$ cat src/rtl/core/nonlinear_audio_stream_mixer_macros.svh
// Assertion macros used by the mix core of the audio stream mixer RTL.
`ifndef NONLINEAR_AUDIO_STREAM_MIXER_MACROS_SVH
`define NONLINEAR_AUDIO_STREAM_MIXER_MACROS_SVH

// Checked on every rising clock edge, ignored while reset is high
`define NASM_ASSERT(lbl, prop, msg) \
   lbl: assert property (@(posedge clock) disable iff (reset) prop) else $error(msg);

// Checked on every rising clock edge, reset included
`define NASM_ASSERT_RST(lbl, prop, msg) \
   lbl: assert property (@(posedge clock) prop) else $error(msg);

`endif

$ cat src/rtl/core/nasm_pkg.sv
// Types and constants of the audio stream mixer.
package nasm_pkg;

   // Stream count served by the mixer
   localparam int NUM_STREAMS = 8;

   // Sample limits and mix scaling
   localparam logic signed [15:0] SAMPLE_MAX = 16'sd32767;
   localparam logic signed [15:0] SAMPLE_MIN = -16'sd32768;
   localparam int                 MIX_SHIFT  = 15;

   // Accumulator range that the mix rule keeps to
   localparam logic signed [16:0] ACC_MAX = 17'sd32768;
   localparam logic signed [16:0] ACC_MIN = -17'sd32768;

   // Register file
   localparam int         CSR_ADDR_WIDTH  = 3;
   localparam int         MASK_WIDTH      = 8;
   localparam logic [MASK_WIDTH-1:0] MASK_RESET = 8'hFF;
   localparam logic [0:0] REG_STREAM_MASK = 1'b0;

   // One input request
   typedef struct packed {
      logic [2:0]         stream_index;
      logic signed [15:0] sample;
      logic               last_stream;
      logic               last_of_packet;
   } req_type;

   // One result
   typedef struct packed {
      logic signed [15:0] mixed_sample;
      logic               packet_end;
   } rsp_type;

endpackage

$ cat src/rtl/core/nasm_csr.sv
// APB-style register block holding the stream enable mask.
module nasm_csr (
   input  logic                               clock,
   input  logic                               reset,
   input  logic                               csr_psel,
   input  logic                               csr_penable,
   input  logic                               csr_pwrite,
   input  logic [nasm_pkg::CSR_ADDR_WIDTH-1:0] csr_paddr,
   input  logic [31:0]                        csr_pwdata,
   output logic [31:0]                        csr_prdata,
   output logic                               csr_pready,
   output logic [nasm_pkg::MASK_WIDTH-1:0]    stream_enable_mask
);
   import nasm_pkg::*;

   logic [MASK_WIDTH-1:0] mask_ff;
   logic [MASK_WIDTH-1:0] mask_in;
   logic                  wr_en;
   logic                  sel_mask;

   // Register index is the word address
   assign sel_mask   = (csr_paddr[2] == REG_STREAM_MASK);
   assign wr_en      = csr_psel && csr_penable && csr_pwrite && sel_mask;
   assign csr_pready = 1'b1;

   always_comb begin
      mask_in = mask_ff;
      if (wr_en) begin
         mask_in = csr_pwdata[MASK_WIDTH-1:0];
      end
   end

   always_ff @(posedge clock) begin
      if (reset) begin
         mask_ff <= MASK_RESET;
      end else begin
         mask_ff <= mask_in;
      end
   end

   // Read back; unmapped addresses read zero
   always_comb begin
      csr_prdata = '0;
      if (sel_mask) begin
         csr_prdata = {{(32-MASK_WIDTH){1'b0}}, mask_ff};
      end
   end

   assign stream_enable_mask = mask_ff;

endmodule

$ cat src/rtl/core/nasm_mix_core.sv
// Input register, mix accumulator and per-request combine logic.
`include "nonlinear_audio_stream_mixer_macros.svh"

module nasm_mix_core (
   input  logic                            clock,
   input  logic                            reset,
   input  logic                            req_valid,
   output logic                            req_ready,
   input  nasm_pkg::req_type               req_payload,
   input  logic [nasm_pkg::MASK_WIDTH-1:0] stream_enable_mask,
   input  logic                            out_free,
   output logic                            out_load,
   output nasm_pkg::rsp_type               out_rsp
);
   import nasm_pkg::*;

   // Input register
   logic               in_valid_ff;
   logic               in_valid_in;
   req_type            in_req_ff;

   // Frame state
   logic signed [16:0] acc_ff;
   logic signed [16:0] acc_in;
   logic               empty_ff;
   logic               empty_in;

   logic               advance;
   logic               enabled;
   logic signed [16:0] a_val;
   logic signed [16:0] b_val;
   logic signed [32:0] prod;
   logic signed [17:0] sum;
   logic signed [17:0] term;
   logic signed [17:0] mix_wide;
   logic signed [16:0] acc_next;
   logic               empty_next;

   // Saturate the 17-bit mix to a 16-bit sample
   function automatic logic signed [15:0] sat16(input logic signed [16:0] v);
      logic signed [15:0] r;
      r = v[15:0];
      if (v > $signed({SAMPLE_MAX[15], SAMPLE_MAX})) begin
         r = SAMPLE_MAX;
      end else if (v < $signed({SAMPLE_MIN[15], SAMPLE_MIN})) begin
         r = SAMPLE_MIN;
      end
      return r;
   endfunction

   // A frame-ending request waits until the result register frees up
   assign advance   = in_valid_ff && (!in_req_ff.last_stream || out_free);
   assign req_ready = !in_valid_ff || advance;

   always_comb begin
      in_valid_in = in_valid_ff;
      if (req_valid && req_ready) begin
         in_valid_in = 1'b1;
      end else if (advance) begin
         in_valid_in = 1'b0;
      end
   end

   always_ff @(posedge clock) begin
      if (reset) begin
         in_valid_ff <= 1'b0;
      end else begin
         in_valid_ff <= in_valid_in;
      end
   end

   always_ff @(posedge clock) begin
      if (req_valid && req_ready) begin
         in_req_ff <= req_payload;
      end
   end

   // Mix rule: soft-clip when signs agree, plain sum otherwise
   always_comb begin
      enabled  = stream_enable_mask[in_req_ff.stream_index] &&
                 (32'(in_req_ff.stream_index) < NUM_STREAMS);
      a_val    = acc_ff;
      b_val    = {in_req_ff.sample[15], in_req_ff.sample};
      prod     = $signed({{16{a_val[16]}}, a_val}) * $signed({{16{b_val[16]}}, b_val});
      term     = $signed(prod[32:MIX_SHIFT]);
      sum      = $signed({a_val[16], a_val}) + $signed({b_val[16], b_val});
      mix_wide = sum;
      if (!a_val[16] && !b_val[16]) begin
         mix_wide = sum - term;
      end else if (a_val[16] && b_val[16]) begin
         mix_wide = sum + term;
      end

      acc_next   = acc_ff;
      empty_next = empty_ff;
      if (enabled) begin
         empty_next = 1'b0;
         if (empty_ff) begin
            acc_next = b_val;
         end else begin
            acc_next = mix_wide[16:0];
         end
      end
   end

   // State update and result hand-off
   always_comb begin
      acc_in                 = acc_ff;
      empty_in               = empty_ff;
      out_load               = 1'b0;
      out_rsp.mixed_sample   = empty_next ? '0 : sat16(acc_next);
      out_rsp.packet_end     = in_req_ff.last_of_packet;
      if (advance) begin
         if (in_req_ff.last_stream) begin
            out_load = 1'b1;
            acc_in   = '0;
            empty_in = 1'b1;
         end else begin
            acc_in   = acc_next;
            empty_in = empty_next;
         end
      end
   end

   always_ff @(posedge clock) begin
      if (reset) begin
         acc_ff   <= '0;
         empty_ff <= 1'b1;
      end else begin
         acc_ff   <= acc_in;
         empty_ff <= empty_in;
      end
   end

   `NASM_ASSERT(a_acc_range, (acc_ff >= ACC_MIN) && (acc_ff <= ACC_MAX), "accumulator out of mix range")
   `NASM_ASSERT(a_frame_restart, out_load |=> (empty_ff && (acc_ff == '0)), "frame state not cleared after result")
   `NASM_ASSERT(a_load_free, out_load |-> out_free, "result loaded into a busy output register")
   `NASM_ASSERT_RST(a_reset_state, reset |=> (!in_valid_ff && empty_ff), "state not cleared by reset")

endmodule

$ cat src/rtl/core/nasm_out_reg.sv
// Result register between the mix logic and the result channel.
module nasm_out_reg (
   input  logic              clock,
   input  logic              reset,
   input  logic              out_load,
   input  nasm_pkg::rsp_type out_rsp,
   output logic              out_free,
   output logic              rsp_valid,
   input  logic              rsp_ready,
   output nasm_pkg::rsp_type rsp_payload
);
   import nasm_pkg::*;

   logic    valid_ff;
   logic    valid_in;
   rsp_type rsp_ff;

   // Free when empty or being drained this cycle
   assign out_free = !valid_ff || rsp_ready;

   always_comb begin
      valid_in = valid_ff;
      if (out_load) begin
         valid_in = 1'b1;
      end else if (rsp_ready) begin
         valid_in = 1'b0;
      end
   end

   always_ff @(posedge clock) begin
      if (reset) begin
         valid_ff <= 1'b0;
      end else begin
         valid_ff <= valid_in;
      end
   end

   always_ff @(posedge clock) begin
      if (out_load) begin
         rsp_ff <= out_rsp;
      end
   end

   assign rsp_valid   = valid_ff;
   assign rsp_payload = rsp_ff;

endmodule

$ cat src/rtl/core/nonlinear_audio_stream_mixer.sv
// Top level of the nonlinear audio stream mixer.
//
// Takes one stream sample per request, in stream order, and mixes the enabled
// streams of a frame into one saturated 16-bit sample, issued on the request
// that carries last_stream (0 when no stream of the frame was enabled). The
// block accepts one request every clock cycle while no frame-ending request is
// held; a request is registered in the input register and a frame-ending one
// then moves into the result register, which drives rsp_valid. A combinational
// 17x16 multiply and add combine a sample with the accumulator. When a result is
// still waiting in the result register, a frame-ending request holds in the
// input register and req_ready follows rsp_ready in that cycle. The enable mask
// sits at byte address 0 of the register port and resets to all streams enabled.
module nonlinear_audio_stream_mixer (
   input  logic                               clock,
   input  logic                               reset,
   // Request channel
   input  logic                               req_valid,
   output logic                               req_ready,
   input  nasm_pkg::req_type                  req_payload,
   // Result channel
   output logic                               rsp_valid,
   input  logic                               rsp_ready,
   output nasm_pkg::rsp_type                  rsp_payload,
   // Register port
   input  logic                               csr_psel,
   input  logic                               csr_penable,
   input  logic                               csr_pwrite,
   input  logic [nasm_pkg::CSR_ADDR_WIDTH-1:0] csr_paddr,
   input  logic [31:0]                        csr_pwdata,
   output logic [31:0]                        csr_prdata,
   output logic                               csr_pready
);
   import nasm_pkg::*;

   logic [MASK_WIDTH-1:0] stream_enable_mask;
   logic                  out_free;
   logic                  out_load;
   rsp_type               out_rsp;

   // Configuration registers
   nasm_csr u_csr (
      .clock              (clock),
      .reset              (reset),
      .csr_psel           (csr_psel),
      .csr_penable        (csr_penable),
      .csr_pwrite         (csr_pwrite),
      .csr_paddr          (csr_paddr),
      .csr_pwdata         (csr_pwdata),
      .csr_prdata         (csr_prdata),
      .csr_pready         (csr_pready),
      .stream_enable_mask (stream_enable_mask)
   );

   // Mix datapath
   nasm_mix_core u_mix_core (
      .clock              (clock),
      .reset              (reset),
      .req_valid          (req_valid),
      .req_ready          (req_ready),
      .req_payload        (req_payload),
      .stream_enable_mask (stream_enable_mask),
      .out_free           (out_free),
      .out_load           (out_load),
      .out_rsp            (out_rsp)
   );

   // Result register
   nasm_out_reg u_out_reg (
      .clock       (clock),
      .reset       (reset),
      .out_load    (out_load),
      .out_rsp     (out_rsp),
      .out_free    (out_free),
      .rsp_valid   (rsp_valid),
      .rsp_ready   (rsp_ready),
      .rsp_payload (rsp_payload)
   );

endmodule

$ cat config.mk
export PLATFORM = sky130hd
export DESIGN_NAME = nonlinear_audio_stream_mixer
export DESIGN_NICKNAME = d
export VERILOG_FILES = /design/src/rtl/core/nasm_pkg.sv /design/src/rtl/core/nasm_csr.sv /design/src/rtl/core/nasm_mix_core.sv /design/src/rtl/core/nasm_out_reg.sv /design/src/rtl/core/nonlinear_audio_stream_mixer.sv
export VERILOG_INCLUDE_DIRS = /design/src /design/src/rtl/core
export SDC_FILE = /design/constraint.sdc
export NUM_CORES = 1
export LEC_CHECK = 0
export ABC_AREA = 1
export BUFFER_PORTS_ARGS = -buffer_cell sky130_fd_sc_hd__buf_2
export CAP_MARGIN = 5
export CORE_MARGIN = 2
export CORE_UTILIZATION = 30
export CTS_CLUSTER_DIAMETER = 40
export DETAILED_ROUTE_END_ITERATION = 10
export PLACE_DENSITY = 0.51
export SYNTH_ARGS = -nofsm -noshare
export SYNTH_HDL_FRONTEND = slang
export SYNTH_SLANG_ARGS = --single-unit
$ cat constraint.sdc
create_clock -name clock -period 8.87 [get_ports clock]
set_input_delay 0.4435 -clock clock [delete_from_list [all_inputs] [get_ports clock]]
set_output_delay 0.4435 -clock clock [all_outputs]
set_load 0.03 [all_outputs]
==> results of run 1 <==
[final cells by class]
class | count | area share
clock buffer | 9 | 0.0127
clock inverter | 7 | 0.00564
inverter | 567 | 0.120
multi-input combinational | 1392 | 0.663
sequential | 66 | 0.0960
tap | 688 | 0.0485
timing repair buffer | 146 | 0.0545
[layout by cell type (no fill, tap or decap), types with 6 or more instances in the layout]
cell / Yosys / routed
a21oi_1: 139 / 134
xor2_1: 33 / 32
a31oi_1: 7 / 6
a21oi_2: 1 / 6
conb_1: 2 / 25
buf_2: 11 / 63
o21ai_0: 60 / 59
ha_1: 130 / 126
edfxtp_1: 38 / 38
buf_4: 27 / 80
nand2_1: 494 / 494
nand3_1: 57 / 57
nor3_1: 12 / 9
clkbuf_16: 0 / 9
o211ai_1: 17 / 17
dfxtp_1: 28 / 27
inv_1: 562 / 559
fa_1: 272 / 271
nor2_1: 82 / 81
[per-layer routing]
metal	vias up	track usage	share of wire
li1	6348	-	-
met1	6422	0.232	0.45
met2	333	0.286	0.48
met3	51	0.0195	0.044
met4	0	0.0462	0.026
met5	-	0	0
[logic make-up after synthesis]
logic type / synth area share
xor gates and xnor gates: 0.0209
other: 0.000471
AOI/OAI and AO/OA: 0.0870
and+or+nand+nor: 0.171
DFF: 0.107
adders and majority gates: 0.443
buffers and inverters: 0.171
[path summary, 6_finish.rpt]
check,startpoint,to,slack (ns),depth (start not counted)
min reg2reg,u_mix_core.out_rsp[0],u_out_reg.rsp_payload[0],0.42,0
max reg2reg,u_mix_core.b_val[5],u_out_reg.rsp_payload[14],0.34,41
min,req_payload[12],u_mix_core.b_val[10],0.25,1
max,u_mix_core.b_val[5],u_out_reg.rsp_payload[14],0.34,41
[flip-flops by register name, summed over array words and instances, names as in the netlist]
name                      cells
u_mix_core.a_val             17
u_mix_core.out_rsp            1
u_out_reg.rsp_payload        17
u_mix_core.b_val             16
u_csr.stream_enable_mask      8
u_out_reg.rsp_valid           1
u_mix_core.in_valid_ff        1
u_mix_core.in_req_ff          4
u_mix_core.empty_ff           1
[through the flow]
stage | hold slack [ns] | worst slack [ns]
after global routing | 0.237 | -0.100
after floorplan | 0.400 | 1.10
final | 0.249 | 0.344
after detailed placement | 0.407 | 0.204
after CTS | 0.236 | 0.172
after global placement | 0.403 | 0.195
[power by group through the flow]
stage          clock network (W)  logic [W]  registers (W)
2_1_floorplan                  0    0.00173       0.000365
5_1_grt                 0.000431    0.00279       0.000368
3_3_place_gp                   0    0.00233       0.000376
4_1_cts                 0.000422    0.00236       0.000369
6_report                0.000413    0.00246       0.000367
3_5_place_dp                   0    0.00234       0.000376
[timing repair]
| action | CTS | global route |
|---|---|---|
| gates resized for setup | 0 | 33 |
| buffers inserted | 0 | 9 |
| setup endpoints to repair | 0 | 22 |
| hold buffers | 0 | 0 |
==> results.json, run 1 <==
{
  "fin_tns_setup_ns": 0,
  "final_period_minus_worst_setup_slack_ns": 8.53,
  "vdd_ir_drop_max_uv": 108,
  "measured_slew_at_the_worst_slew_check_pin_ns": 0.887,
  "tritoncts_clock_tree": "yes",
  "crit_path_dat_ns": 8.64,
  "worst_setup_hold_path_clk_slew_ns": 0.07,
  "synth_enable_flop_cells": 38,
  "worst_path_dominant_cell_family": "adder cells",
  "slew_headroom": 0.407,
  "power.density_cell_area_mw_per_mm2": 183,
  "clk_root_buffer_cell": "clkbuf_16",
  "drt-pass1-iter-count": 5,
  "yosys.cell_types.count": 47,
  "setup.worst_path.end_class": "register",
  "report.final.slew_viol_count": 0,
  "maxCapViolations": 0,
  "port_buffers": 63,
  "global_route.usage.total": 0.170,
  "finalHoldViolCount": 0,
  "static_leak_nw": 9.97,
  "design.final.nets": 2647,
  "timing.final.setup_violations": 0,
  "detail-route-antenna-nets": 0,
  "primary_ff_master_synth": "edfxtp_1",
  "ys_ff_latch": 66,
  "synth.top_cell.area_share": 0.341,
  "mean_routed_wirelength_per_cell_um": 15.9,
  "post_synth_inst_count": 2120,
  "critPathLaunchType": "register",
  "finalPower_w": 0.00324,
  "worst-endpoint-required_ns": 8.99,
  "fp-row-count": 84,
  "clk-insertion-delay-late_ns": 0.37,
  "post_route_cells_drive_above_1_share": 0.0947,
  "layoutNonFillerInstCount": 2875,
  "drt_iter0_drc": 922,
  "cpPeakStageDelay_ns": 0.56,
  "drc": 0,
  "wirelength_um": 45700,
  "synthToLayoutAreaGrowth_pct": 11.2,
  "timing.critical_path.slowest_stage_cell": "fa_1",
  "place_congestion": 0.922,
  "p_comb_frac": 0.760,
  "timing.clock.skew_ns": 0.0141,
  "dp.final_hpwl_um": 39000,
  "via_count_of_the_first_global_routing_pass": 13600,
  "layout.cell_area.non_filler_mm2": 0.0177,
  "coreArea_mm2": 0.0526,
  "max_freq_mhz": 117,
  "avgSynthCellArea_um2": 7.52,
  "max-clock-path-buffers": 2,
  "critPathBufInv": 10,
  "run_status": "finished, final reports clean",
  "floorplan.die.width_um": 235,
  "clock_sink_count": 66,
  "die_area_mm2": 0.0550,
  "seq_area_mm2": 0.00170,
  "vias": 13200,
  "yosys.cell_count.top_type": "inv_1",
  "htree_num_levels": 3,
  "die_h_um": 235,
  "post-route-period-util": 0.961,
  "netSwitchingFraction": 0.553,
  "grt_pass1_wl_um": 74000,
  "ys_warn_count": 0,
  "setup.worst_path.class": "reg -> reg",
  "synth_top_cell_by_area": "fa_1",
  "numCtsBuffers": 9,
  "dpl.cell_count": 2850,
  "internal_power_w": 0.00145,
  "grt.overflow.total": 0,
  "synthesis.area_mm2": 0.0160,
  "filler_cell_count": 5697,
  "io_pins": 115,
  "placedInstanceArea_mm2": 0.0172,
  "seq_power_share": 0.113,
  "seq_area_frac_synth": 0.107,
  "critPathMaxFanout": 16,
  "insertedDiodeCount": 0,
  "netlist_top_cells_area": "fa_1, inv_1, nand2_1",
  "detail_route.vias_per_cell": 4.58,
  "grt_max_degree": 26,
  "final_util": 0.337,
  "multi_input_area_mm2": 0.0118,
  "synth.cells.most_frequent": "inv_1, nand2_1, fa_1",
  "clkPwrFrac": 0.127,
  "hold_path.class": "in -> reg",
  "initial_utilization": 0.304,
  "p_switching_w": 0.00179,
  "postSynth.asyncResetShare": 0,
  "initial_antenna_violation_count": 0
}
Note: power is estimated with default switching activity, not from simulation.
==> inputs of run 2 (changes only) <==
--- a/config.mk
+++ b/config.mk
@@ -9,11 +9,13 @@
 export ABC_AREA = 1
 export BUFFER_PORTS_ARGS = -buffer_cell sky130_fd_sc_hd__buf_2
 export CAP_MARGIN = 5
+export CELL_PAD_IN_SITES_DETAIL_PLACEMENT = 1
+export CELL_PAD_IN_SITES_GLOBAL_PLACEMENT = 1
 export CORE_MARGIN = 2
 export CORE_UTILIZATION = 30
 export CTS_CLUSTER_DIAMETER = 40
 export DETAILED_ROUTE_END_ITERATION = 10
-export PLACE_DENSITY = 0.51
+export PLACE_DENSITY = 0.63
 export SYNTH_ARGS = -nofsm -noshare
 export SYNTH_HDL_FRONTEND = slang
 export SYNTH_SLANG_ARGS = --single-unit
==> constraint.sdc (replaced) <==
create_clock -name clock -period 9.4 [get_ports clock]
set_input_delay 0.47 -clock clock [delete_from_list [all_inputs] [get_ports clock]]
set_output_delay 0.47 -clock clock [all_outputs]
set_load 0.03 [all_outputs]
==> results.json, run 2 (same netlist as run 1, synthesis figures left out) <==
{
  "run_status": "finished, final reports clean",
  "drt_iter0_drc": 771,
  "pre_cts_ws_ns": 0.202,
  "drc": 0,
  "wirelength_um": 50500,
  "finalPower_w": 0.00293,
  "final_common_cell": "inv_1",
  "die_h_um": 235,
  "detail_route.vias_per_cell": 4.68,
  "timing.final.setup_violations": 0,
  "post-route-period-util": 0.942,
  "fin_tns_setup_ns": 0,
  "static_leak_nw": 9.77,
  "worst_setup_hold_path_clk_slew_ns": 0.07,
  "clk-insertion-delay-late_ns": 0.37,
  "coreArea_mm2": 0.0526,
  "timing.clock.skew_ns": 0.0162,
  "cpPeakStageDelay_ns": 0.54,
  "synthToLayoutAreaGrowth_pct": 8.77,
  "max-clock-path-buffers": 2,
  "min_delay_worst_endpoint": "u_mix_core.b_val[13]",
  "rr_worst_depth": 39,
  "die_area_mm2": 0.0550,
  "crit_path_dat_ns": 8.97,
  "grt.overflow.total": 0,
  "detail-route-antenna-nets": 0,
  "power.density_cell_area_mw_per_mm2": 169,
  "final_period_minus_worst_setup_slack_ns": 8.86,
  "vdd_ir_drop_max_uv": 113,
  "layout_setup_ws_ns": 0.544,
  "clk_root_buffer_cell": "clkbuf_16",
  "measured_slew_at_the_worst_slew_check_pin_ns": 0.967,
  "floorplan.die.width_um": 235,
  "vias": 13300,
  "r2r_slack_ns": 0.54,
  "worst-endpoint-required_ns": 9.51,
  "initial_antenna_violation_count": 0,
  "post_route_cells_drive_above_1_share": 0.0749,
  "max_freq_mhz": 113,
  "clock_sink_count": 66,
  "report.final.slew_viol_count": 0,
  "timing.rr.start": "u_mix_core.b_val[7]",
  "insertedDiodeCount": 0,
  "design.final.nets": 2622,
  "via_count_of_the_first_global_routing_pass": 14700,
  "setup.worst_path.end_class": "register",
  "holdPathStages": 1,
  "place_congestion": 0.869,
  "critPathMaxFanout": 16,
  "htree_num_levels": 3,
  "slew_headroom": 0.353,
  "grt_max_degree": 26,
  "global_route.usage.total": 0.188,
  "hold_path.startpoint": "req_payload[15]",
  "grt_pass1_wl_um": 81800,
  "most_frequent_cells_in_the_layout": "inv_1, nand2_1, fa_1, a21oi_1, ha_1",
  "hold_path.class": "in -> reg",
  "dp.final_hpwl_um": 42400,
  "mean_routed_wirelength_per_cell_um": 17.7,
  "fp-row-count": 84,
  "critPathLaunchType": "register",
  "io_pins": 115,
  "drt-pass1-iter-count": 5,
  "numCtsBuffers": 9,
  "cp_most_frequent_cell": "inv_1",
  "setup.worst_path.class": "reg -> reg",
  "r2r_end": "u_out_reg.rsp_payload[14]",
  "initial_utilization": 0.304,
  "final_util": 0.330,
  "timing.critical_path.slowest_stage_cell": "fa_1",
  "maxCapViolations": 0,
  "timing.hold.ws_ns": 0.276,
  "port_buffers": 63,
  "finalHoldViolCount": 0,
  "tritoncts_clock_tree": "yes"
}
-- run 2: changes by cell type in the layout (fill, tap and decap cells not counted), sizes merged --
| cell | delta |
|---|---|
| buf | -25 |
| clkinvlp | +4 |
| inv | -3 |
| bufinv | -2 |
| clkbuf | +2 |
| clkinv | -1 |
-- run 2: stage by stage --
step                std cells  area [µm²]
finish                   2850       17400
global route             2850       17400
CTS                      2841       17300
detailed placement       2825       17000
global placement         2825       17000
floorplan                2143       16000
-- run 2: what timing repair did --
item	CTS	global route
resized for setup	0	8
buffers inserted	0	9
endpoints found under the hold margin	0	0
endpoints found under the setup margin	0	19
hold buffers	0	0
-- run 2: where the power goes --
group / switching, W / internal [W] / total [W]
clock: 0.000152 / 0.000177 / 0.000330
combinational: 0.00150 / 0.000753 / 0.00225
sequential: 0.0000256 / 0.000325 / 0.000351
total: 0.00168 / 0.00126 / 0.00293
-- run 2: worst max path at each step --
stage	startpoint	end	slack (ns)	cells after the start
after global routing	u_mix_core.b_val[6]	u_out_reg.rsp_payload[2]	-0.001	41
final	u_mix_core.b_val[7]	u_out_reg.rsp_payload[14]	0.54	39
after floorplan	u_mix_core.b_val[1]	u_out_reg.rsp_payload[2]	1.63	42
after detailed placement	u_mix_core.b_val[5]	u_out_reg.rsp_payload[4]	0.20	39
after CTS	u_mix_core.b_val[5]	u_out_reg.rsp_payload[4]	0.17	39
after global placement	u_mix_core.b_val[5]	u_out_reg.rsp_payload[14]	0.41	39
-- run 2: layer usage --
metal,GRT usage,routed length [µm],vias to the layer above
met3,0.0175,1690,45
li1,-,-,6284
met4,0.0420,1080,0
met2,0.327,24700,229
met5,0,0,-
met1,0.252,23000,6777
-- run 2: layout make-up --
type / count / area [µm²]
clock buffer: 11 / 233
clock inverter: 5 / 31.3
fill: 6554 / 35200
inverter: 567 / 2130
multi-input combinational: 1392 / 11600
sequential: 66 / 1700
tap: 688 / 861
timing repair buffer: 121 / 751
-- run 2: critical path: cells and delay by family (launching register included) --
kind | cells | cell delay (ns)
adder cells (fa/ha/maj) | 9 | 3.95
AO/OA/AOI/OAI | 9 | 1.56
AND/OR/NAND/NOR | 11 | 1.30
buffers and inverters | 9 | 0.99
flip-flops | 1 | 0.46
XOR/XNOR | 1 | 0.34
==> inputs of run 3 (changes only) <==
--- a/config.mk
+++ b/config.mk
@@ -14,8 +14,10 @@
 export CORE_MARGIN = 2
 export CORE_UTILIZATION = 30
 export CTS_CLUSTER_DIAMETER = 40
+export CTS_CLUSTER_SIZE = 8
 export DETAILED_ROUTE_END_ITERATION = 10
 export PLACE_DENSITY = 0.63
+export RECOVER_POWER = 100
 export SYNTH_ARGS = -nofsm -noshare
 export SYNTH_HDL_FRONTEND = slang
 export SYNTH_SLANG_ARGS = --single-unit
==> results.json, run 3 (same netlist as run 1, synthesis figures left out) <==
{
  "run_status": "finished with violations",
  "failed_checks": "max-capacitance violations, max-slew violations",
  "finalHoldViolCount": 0,
  "synthToLayoutAreaGrowth_pct": 8.47,
  "r2r_slack_ns": 0.52,
  "setup.worst_path.end_class": "register",
  "post-route-period-util": 0.944,
  "max_freq_mhz": 113,
  "initial_utilization": 0.304,
  "timing.hold.ws_ns": 0.277,
  "rr_worst_depth": 39,
  "worst-endpoint-required_ns": 9.51,
  "grt_max_degree": 26,
  "clkPwrFrac": 0.112,
  "static_leak_nw": 9.68,
  "numCtsBuffers": 9,
  "vdd_ir_drop_max_uv": 113,
  "cp_most_frequent_cell": "inv_1",
  "grt_pass1_wl_um": 81800,
  "timing.rr.start": "u_mix_core.b_val[7]",
  "cpPeakStageDelay_ns": 0.54,
  "insertedDiodeCount": 0,
  "floorplan.die.width_um": 235,
  "dp.final_hpwl_um": 42400,
  "port_buffers": 63,
  "filler_cell_count": 6564,
  "timing.critical_path.slowest_stage_cell": "fa_1",
  "crit_start": "u_mix_core.b_val[7]",
  "internal_power_w": 0.00125,
  "wirelength_um": 50400,
  "maxCapViolations": 1,
  "seq_power_share": 0.120,
  "die_area_mm2": 0.0550,
  "critPathLaunchType": "register",
  "design.final.nets": 2622,
  "slew_headroom": -0.0115,
  "timing.clock.skew_ns": 0.0161,
  "via_count_of_the_first_global_routing_pass": 14700,
  "grt.overflow.total": 0,
  "seq_area_mm2": 0.00170,
  "most_frequent_cells_in_the_layout": "inv_1, nand2_1, fa_1, a21oi_1, ha_1",
  "post_route_cells_drive_above_1_share": 0.0601,
  "coreArea_mm2": 0.0526,
  "mean_routed_wirelength_per_cell_um": 17.7,
  "final_common_cell": "inv_1",
  "setup.worst_path.class": "reg -> reg",
  "multi_input_area_mm2": 0.0116,
  "hold_path.class": "in -> reg",
  "clk_root_buffer_cell": "clkbuf_16",
  "critPathCapture": "u_out_reg.rsp_payload[14]",
  "p_switching_w": 0.00168,
  "layout_setup_ws_ns": 0.525,
  "critPathMaxFanout": 16,
  "report.final.slew_viol_count": 14,
  "timing.final.setup_violations": 0,
  "final_period_minus_worst_setup_slack_ns": 8.88,
  "netSwitchingFraction": 0.573,
  "tritoncts_clock_tree": "yes",
  "measured_slew_at_the_worst_slew_check_pin_ns": 1.52,
  "worst_setup_hold_path_clk_slew_ns": 0.07,
  "finalPower_w": 0.00293,
  "global_route.usage.total": 0.188,
  "place_congestion": 0.869,
  "hold_buffers": 0,
  "drc": 0,
  "htree_num_levels": 3,
  "max-clock-path-buffers": 2,
  "vias": 13400,
  "p_comb_frac": 0.769,
  "r2r_end": "u_out_reg.rsp_payload[14]",
  "power.density_cell_area_mw_per_mm2": 170,
  "die_h_um": 235,
  "detail-route-antenna-nets": 0,
  "clock_sink_count": 66,
  "initial_antenna_violation_count": 0,
  "fp-row-count": 84,
  "clk-insertion-delay-late_ns": 0.37,
  "detail_route.vias_per_cell": 4.69,
  "drt-pass1-iter-count": 5,
  "crit_path_dat_ns": 8.99,
  "io_pins": 115,
  "pre_cts_ws_ns": 0.202,
  "drt_iter0_drc": 768
}
==> run 3: final cells by class <==
cell class                      instances  share of cell area
Multi-Input combinational cell       1392               0.673
Inverter                              567               0.123
Sequential cell                        66              0.0985
Tap cell                              688              0.0497
Timing Repair Buffer                  121              0.0406
Clock buffer                           11              0.0134
Clock inverter                          5             0.00181
==> run 3: power groups by stage <==
stage | Sequential (W) | Combinational (W) | Clock, W
2_1_floorplan | 0.000344 | 0.00163 | 0
3_3_place_gp | 0.000359 | 0.00217 | 0
3_5_place_dp | 0.000359 | 0.00222 | 0
4_1_cts | 0.000353 | 0.00223 | 0.000336
5_1_grt | 0.000353 | 0.00256 | 0.000344
6_report | 0.000351 | 0.00226 | 0.000328
==> run 3: metrics by stage <==
| step | TNS [ns] | area (µm²) | std cells | utilization |
|---|---|---|---|---|
| 2_1_floorplan | 0 | 16000 | 2143 | - |
| 5_1_grt | -0.0113 | 17300 | 2850 | 0.329 |
| 3_3_place_gp | 0 | 17000 | 2825 | 0.323 |
| 6_report | 0 | 17300 | 2850 | 0.329 |
| 3_5_place_dp | 0 | 17000 | 2825 | 0.323 |
| 4_1_cts | 0 | 17300 | 2841 | 0.328 |
==> run 3: worst max-delay path: cells and delay by family, from the launching register on <==
family,cells,cell delay [ns]
buf+inv,9,1.00
flops,1,0.46
xor+xnor,1,0.34
compound gates,9,1.56
simple gates,11,1.30
fa+ha+maj,9,3.94
==> run 3: worst min path at each step <==
stage                           from                  endpoint  slack (ns)  cells past startpoint
6_report             req_payload[15]      u_mix_core.b_val[13]        0.28                      1
5_1_grt               req_payload[4]       u_mix_core.b_val[2]        0.27                      1
3_3_place_gp   u_mix_core.out_rsp[0]  u_out_reg.rsp_payload[0]        0.40                      0
2_1_floorplan  u_mix_core.out_rsp[0]  u_out_reg.rsp_payload[0]        0.40                      0
3_5_place_dp   u_mix_core.out_rsp[0]  u_out_reg.rsp_payload[0]        0.41                      0
4_1_cts              req_payload[15]      u_mix_core.b_val[13]        0.26                      1
==> run 3: timing repair <==
| action | in CTS | in global routing |
|---|---|---|
| setup buffers | 0 | 9 |
| setup endpoints to repair | 0 | 19 |
| gates resized for setup | 0 | 8 |
==> run 3: layer usage <==
layer | vias up | track usage | part of all wire
met5 | - | 0 | 0
met3 | 43 | 0.0175 | 0.033
met1 | 6797 | 0.252 | 0.46
met4 | 0 | 0.0420 | 0.021
met2 | 245 | 0.327 | 0.49
li1 | 6291 | - | -
